--- config.mk ---
export PLATFORM = sky130hd
export DESIGN_NAME = spns_ctrl
export DESIGN_NICKNAME = d
export VERILOG_FILES = /design/src/spns_pkg.sv /design/src/spns_ctrl.sv
export SDC_FILE = /design/constraint.sdc
export NUM_CORES = 1
export LEC_CHECK = 0
export BUFFER_PORTS_ARGS = -buffer_cell sky130_fd_sc_hd__buf_2
export CAP_MARGIN = 20
export CELL_PAD_IN_SITES_DETAIL_PLACEMENT = 1
export CELL_PAD_IN_SITES_GLOBAL_PLACEMENT = 1
export CORE_AREA = 2 2 39 41
export CTS_CLUSTER_DIAMETER = 150
export CTS_CLUSTER_SIZE = 8
export DETAILED_ROUTE_END_ITERATION = 8
export DIE_AREA = 0 0 41 43
export HOLD_SLACK_MARGIN = 0.1
export PLACE_DENSITY_LB_ADDON = 0.1
export SKIP_LAST_GASP = 1
export SLEW_MARGIN = 10
export SYNTH_ARGS = -nofsm -noshare
export SYNTH_HDL_FRONTEND = slang
export SYNTH_SLANG_ARGS = --single-unit
--- constraint.sdc ---
create_clock -name i_clk -period 1.8 [get_ports i_clk]
set_clock_uncertainty 0.05 [all_clocks]
set_input_delay 0.36 -clock i_clk [delete_from_list [all_inputs] [get_ports i_clk]]
set_output_delay 0.36 -clock i_clk [all_outputs]
set_load 0.05 [all_outputs]
--- src/spns_pkg.sv ---
// shared types and codes of the snap point nearest search block
`default_nettype none

package spns_pkg;

    localparam logic [1:0] OP_INSERT     = 2'd0;
    localparam logic [1:0] OP_REMOVE     = 2'd1;
    localparam logic [1:0] OP_CLEAR_GRID = 2'd2;
    localparam logic [1:0] OP_QUERY      = 2'd3;

    localparam logic [1:0] KIND_POINT  = 2'd0;
    localparam logic [1:0] KIND_CENTER = 2'd1;
    localparam logic [1:0] KIND_INTER  = 2'd2;
    localparam logic [1:0] KIND_GRID   = 2'd3;

    localparam int CFG_IDX_W = 3;
    localparam logic [CFG_IDX_W-1:0] CFG_EN_POINT  = 3'd0;
    localparam logic [CFG_IDX_W-1:0] CFG_EN_CENTER = 3'd1;
    localparam logic [CFG_IDX_W-1:0] CFG_EN_INTER  = 3'd2;
    localparam logic [CFG_IDX_W-1:0] CFG_EN_GRID   = 3'd3;
    localparam logic [CFG_IDX_W-1:0] CFG_GRID_SHOW = 3'd4;

    typedef struct packed {
        logic [1:0]         opcode;
        logic [1:0]         point_kind;
        logic [15:0]        owner_first;
        logic [15:0]        owner_second;
        logic signed [31:0] coord_x;
        logic signed [31:0] coord_y;
        logic [31:0]        capture_radius;
    } t_in_word;

    typedef struct packed {
        logic               found;
        logic signed [31:0] snap_x;
        logic signed [31:0] snap_y;
        logic [1:0]         snap_kind;
        logic               table_full;
    } t_out_word;

    typedef struct packed {
        logic accept;
        logic rd_issue;
        logic commit;
        logic load_out;
    } t_ctrl_cmd;

    typedef struct packed {
        logic scan_done;
        logic pipe_busy;
    } t_dp_status;

endpackage

`default_nettype wire

--- src/spns_ctrl.sv ---
// controller state machine sequencing insert, scan, drain and result
`default_nettype none

module spns_ctrl
    import spns_pkg::*;
(
    input  wire logic       i_clk,
    input  wire logic       i_rst_n,
    input  wire logic       i_in_valid,
    output logic            o_in_ready,
    input  wire logic [1:0] i_opcode,
    output logic            o_out_valid,
    input  wire logic       i_out_ready,
    output t_ctrl_cmd       o_cmd,
    input  wire t_dp_status i_status
);

    typedef enum logic [3:0] {
        S_IDLE   = 4'b0001,
        S_SCAN   = 4'b0010,
        S_DRAIN  = 4'b0100,
        S_RESULT = 4'b1000
    } t_state;

    t_state r_state;
    t_state n_state;
    logic   r_out_valid;
    logic   n_out_valid;

    assign o_in_ready  = (r_state == S_IDLE);
    assign o_out_valid = r_out_valid;

    always_comb begin
        n_state = r_state;
        o_cmd   = '0;
        unique case (r_state)
            S_IDLE: begin
                if (i_in_valid) begin
                    o_cmd.accept = 1'b1;
                    n_state = (i_opcode == OP_INSERT) ? S_RESULT : S_SCAN;
                end
            end
            S_SCAN: begin
                if (i_status.scan_done) begin
                    n_state = S_DRAIN;
                end else begin
                    o_cmd.rd_issue = 1'b1;
                end
            end
            S_DRAIN: begin
                if (!i_status.pipe_busy) begin
                    o_cmd.commit = 1'b1;
                    n_state = S_RESULT;
                end
            end
            S_RESULT: begin
                if (!r_out_valid || i_out_ready) begin
                    o_cmd.load_out = 1'b1;
                    n_state = S_IDLE;
                end
            end
            default: begin
                n_state = S_IDLE;
            end
        endcase
    end

    always_comb begin
        n_out_valid = r_out_valid;
        if (o_cmd.load_out) begin
            n_out_valid = 1'b1;
        end else if (i_out_ready) begin
            n_out_valid = 1'b0;
        end
    end

    always_ff @(posedge i_clk) begin
        if (!i_rst_n) begin
            r_state     <= S_IDLE;
            r_out_valid <= 1'b0;
        end else begin
            r_state     <= n_state;
            r_out_valid <= n_out_valid;
        end
    end

endmodule

`default_nettype wire

# After elaboration in Yosys (flattened, before gate mapping)
# Index checks and enable logic that the tools add are counted.
[classes]
eq_ne = 8
n_mux = 16
reduce_logical = 5
[op_table]
columns = ["cell", "count"]
rows = [
  ["$mux W4", 5],
  ["$pmux W4 S4", 1],
  ["$mux W1", 10],
  ["$ne A2 B2 Y1 const B", 4],
  ["$eq A4 B1 Y1 const B", 1],
  ["$eq A4 B2 Y1 const B", 1],
  ["$eq A4 B3 Y1 const B", 1],
  ["$eq A4 B4 Y1 const B", 1],
  ["$reduce_and A4 Y1", 1],
  ["$logic_not A2 Y1", 1],
  ["$reduce_bool A2 Y1", 1],
  ["$logic_not A1 Y1", 1],
  ["$logic_or A1 B1 Y1", 1],
]
[word_totals]
register_bits = 5
in_bits = 8
elab_cells = 31

# Logic depth before layout (Yosys ltp)
[logic_depth]
depth_word = 5
depth_mapped = 5
ltp_nobuf = 4

# Worst setup path after synthesis
# Ideal clock, no wire load.
[synth_path]
path_kind = "reg-to-output"
start = "reg r_state[0]"
end = "out o_cmd[1] (netlist name)"
t_arrival_ns = 2.019
required_time_ns = 1.390
setup_slack_ns = -0.629
path_stages_with_launch = 3
path_buffers = 0
path_cell_list = "dfxtp_1 nand2b_1 nor4_1"
[synth_lines]
columns = ["item", "line_no", "rtl"]
rows = [
  ["from (decl)", "spns_ctrl.sv:25", "t_state r_state;"],
  ["from (signal assigned)", "spns_ctrl.sv:82", "r_state <= n_state;"],
  ["to (decl)", "spns_ctrl.sv:14", "output t_ctrl_cmd o_cmd,"],
]

==> results.md <==
- Status: complete, no violations
- DRC: 0
- H-tree depth: 1
- Initial antenna violation count: 0
- Final Slew Violations: 0
- Minimum clock period after layout: 1740 ps
- CTS Buffer Depth: 2
- Post-route insts no fill: 74
- Fmax: 574 MHz
- Power Density: 1480 nW/um^2
- Netlist cell types: 25
- I/O Buffers: 13
- Syn Nets: 49
- Tot Pwr: 797 uW
- Synthesized area: 372 um^2
- Slew headroom: 81.2%
- I/O pin total: 14
- DIE AREA: 1760 um^2
- Fin Setup TNS: 0 ps
- Worst hold path class: primary input to flip-flop
- Synth Area per Inst: 9.06 um^2
- Top cell type's share of synthesized area: 26.9%
- Skew-Pair Late Insertion Delay: 250 ps
- Vias in the first global route: 384
- Seq/Total Area, Yosys: 26.9%
- Post-Syn Instances: 41
- Crit Path Max Fanout: 7
- Layout cell share with drive strength beyond 1: 55.2%
- Grt ovf: 0
- CP arrival: 1330 ps
- First-pass DRT Iterations: 2
- Synth area leaders: dfxtp_1, a221oi_4, nor4b_4, mux2i_1, nand2b_1
- Crit path to: o_cmd[3]
- N_diodes: 0
- P&R area growth vs syn: 45.5%
- Hold buffer count at cts: 0
- Total track usage: 16.2%
- Max Cap Viol: 0
- Most common cell in the synthesized netlist: dfxtp_1
- Dpl cells: 70
- Final ANT Viol Nets: 0
- Startpoint Class: flip-flop
- Die Y: 43 um
- CTS tree: done
- Gp weighted congestion: 0.798
- CP startpoint: r_state[3]
- Routed Wire Length: 1.05 mm
- Critical Path End Type: output port
- Worst reg-to-reg path cell count: 4
- Core area: 1380 um^2
- Root buffer cell: clkbuf_4
- Total number of yosys warnings: 0
- First-pass GRT wire length: 1.79 mm
- Post-synth EDFFs: 0
- Leakage: 0.000222 uW
- Kind of critical path: flip-flop to output port
- Post-CTS Repair Setup Buffers: 0
- Largest net degree at the start of global routing: 11
- Yosys top cell by area: dfxtp_1
- Row cnt: 14
- Tcrit/Tclk final: 96.9%
- Vias: 370
- Unrepaired setup endpoints after global routing: false
- Fin. Hold Viols: 0
- CTS Buf Count: 3
- Worst vdd ir: 0.486 mV
- Seq cells post-synth: 5
- Wirelength per Cell: 14.2 um
- Synth top cells by count: dfxtp_1, nand2_1, nand2b_1, o21ai_0
- Synth async-reset ratio: 0%
- Initial Utilization: 26.9%
- R2r startpoint: r_state[0]
- R2r endpoint: r_state[1]
- Layout Nets: 67
- Ys flop type: dfxtp_1
- R2r setup slk: 340 ps
- DP Wirelength: 809 um
- Worst-margin pin slew: 282 ps
- Detailed Route Iter0 Violations: 2
- Clock sinks: 5
- Clk slew on worst S/H paths: 50 ps
- Drt via density: 5.00
- Die W: 41 um
- Req. time, crit path: 1390 ps
- Post-layout util: 39.1%
- Final setup fails: 0
metal layers:
metal / part of all wire (%) / GRT usage (%) / wire [um] / up-vias
li1: - / - / - / 181
met1: 40 / 19.9 / 422 / 173
met2: 52 / 21.6 / 547 / 12
met3: 4.5 / 4.71 / 47 / 4
met4: 3.0 / 14.0 / 31 / 0
met5: 0 / 0 / 0 / -
area by class of cell:
type / count / area [um^2]
fill: 170 / 843
multi-input combinational: 33 / 289
sequential: 5 / 110
timing repair buffer: 15 / 91.3
clock buffer: 4 / 26.3
tap: 16 / 20.0
inverter: 1 / 3.75
stage by stage:
stage / setup WS (ps) / instance area (um^2) / hold WS, ps
final: 56.4 / 541 / 308
after CTS: -15.6 / 522 / 307
after detailed placement: 205 / 487 / 517
after floorplan: 5.31 / 405 / 382
after global placement: 203 / 487 / 506
after global routing: 2.81 / 541 / 321
placed cells by master (no fill, tap or decap):
cell,instances
o22ai_2,1
nor4b_4,1
nand3b_1,1
o21a_1,1
o21ai_1,1
o31ai_1,1
clkbuf_4,3
dfxtp_4,2
a221oi_4,1
nand2_1,4
and3_1,1
buf_4,4
buf_6,1
dfxtp_1,1
nand3_1,2
nor3_4,1
mux2i_1,2
nand2b_4,1
xor2_1,1
nor2b_1,1
nor2_1,2
o21ai_0,3
nand2b_1,2
nor4_4,1
buf_2,10
and2_4,2
dfxtp_2,2
inv_1,1
o211ai_1,1
and2b_2,1
clkbuf_1,1
nor4_2,1
kinds of logic (layout without fill, tap and decap cells):
family / count (synthesis) / after routing / share of synthesized area (%)
AND/OR/NAND/NOR: 21 / 21 / 37.4
AO/OA/AOI/OAI: 9 / 9 / 21.9
flip-flops: 5 / 5 / 26.9
buffers and inverters: 3 / 20 / 6.06
XOR/XNOR: 1 / 1 / 2.36
multiplexers: 2 / 2 / 5.39
critical path, stage by stage (launching register included):
cell	delay, ps
dfxtp_4	370
buf_4	160
nor3_4	230
and2_4	180
buf_6	150
where the power goes:
| part | switching (uW) | total [uW] | internal [uW] |
|---|---|---|---|
| clock | 52.9 | 137 | 84.2 |
| sequential | 83.3 | 232 | 149 |
| combinational | 250 | 429 | 179 |
| total | 386 | 797 | 411 |
worst min path at each step:
stage | startpoint | to | slack (ps) | cells past startpoint
2_1_floorplan | i_rst_n | r_state[0] | 380 | 1
3_3_place_gp | r_state[3] | r_state[3] | 510 | 2
3_5_place_dp | r_state[3] | r_state[3] | 520 | 2
4_1_cts | i_rst_n | r_state[0] | 310 | 2
5_1_grt | i_rst_n | r_state[0] | 320 | 2
6_report | i_rst_n | r_state[0] | 310 | 2
sequential cells by signal, summed over array words and instances, names as in the netlist:
signal / flops
o_out_valid: 1
r_state: 4
repair_timing:
item / CTS / global route
pin swaps: 0 / 2
hold endpoints to repair: 0 / 0
setup endpoints to repair: 3 / 5
resized for setup: 4 / 6
Note: power is estimated with default switching activity, not from simulation.
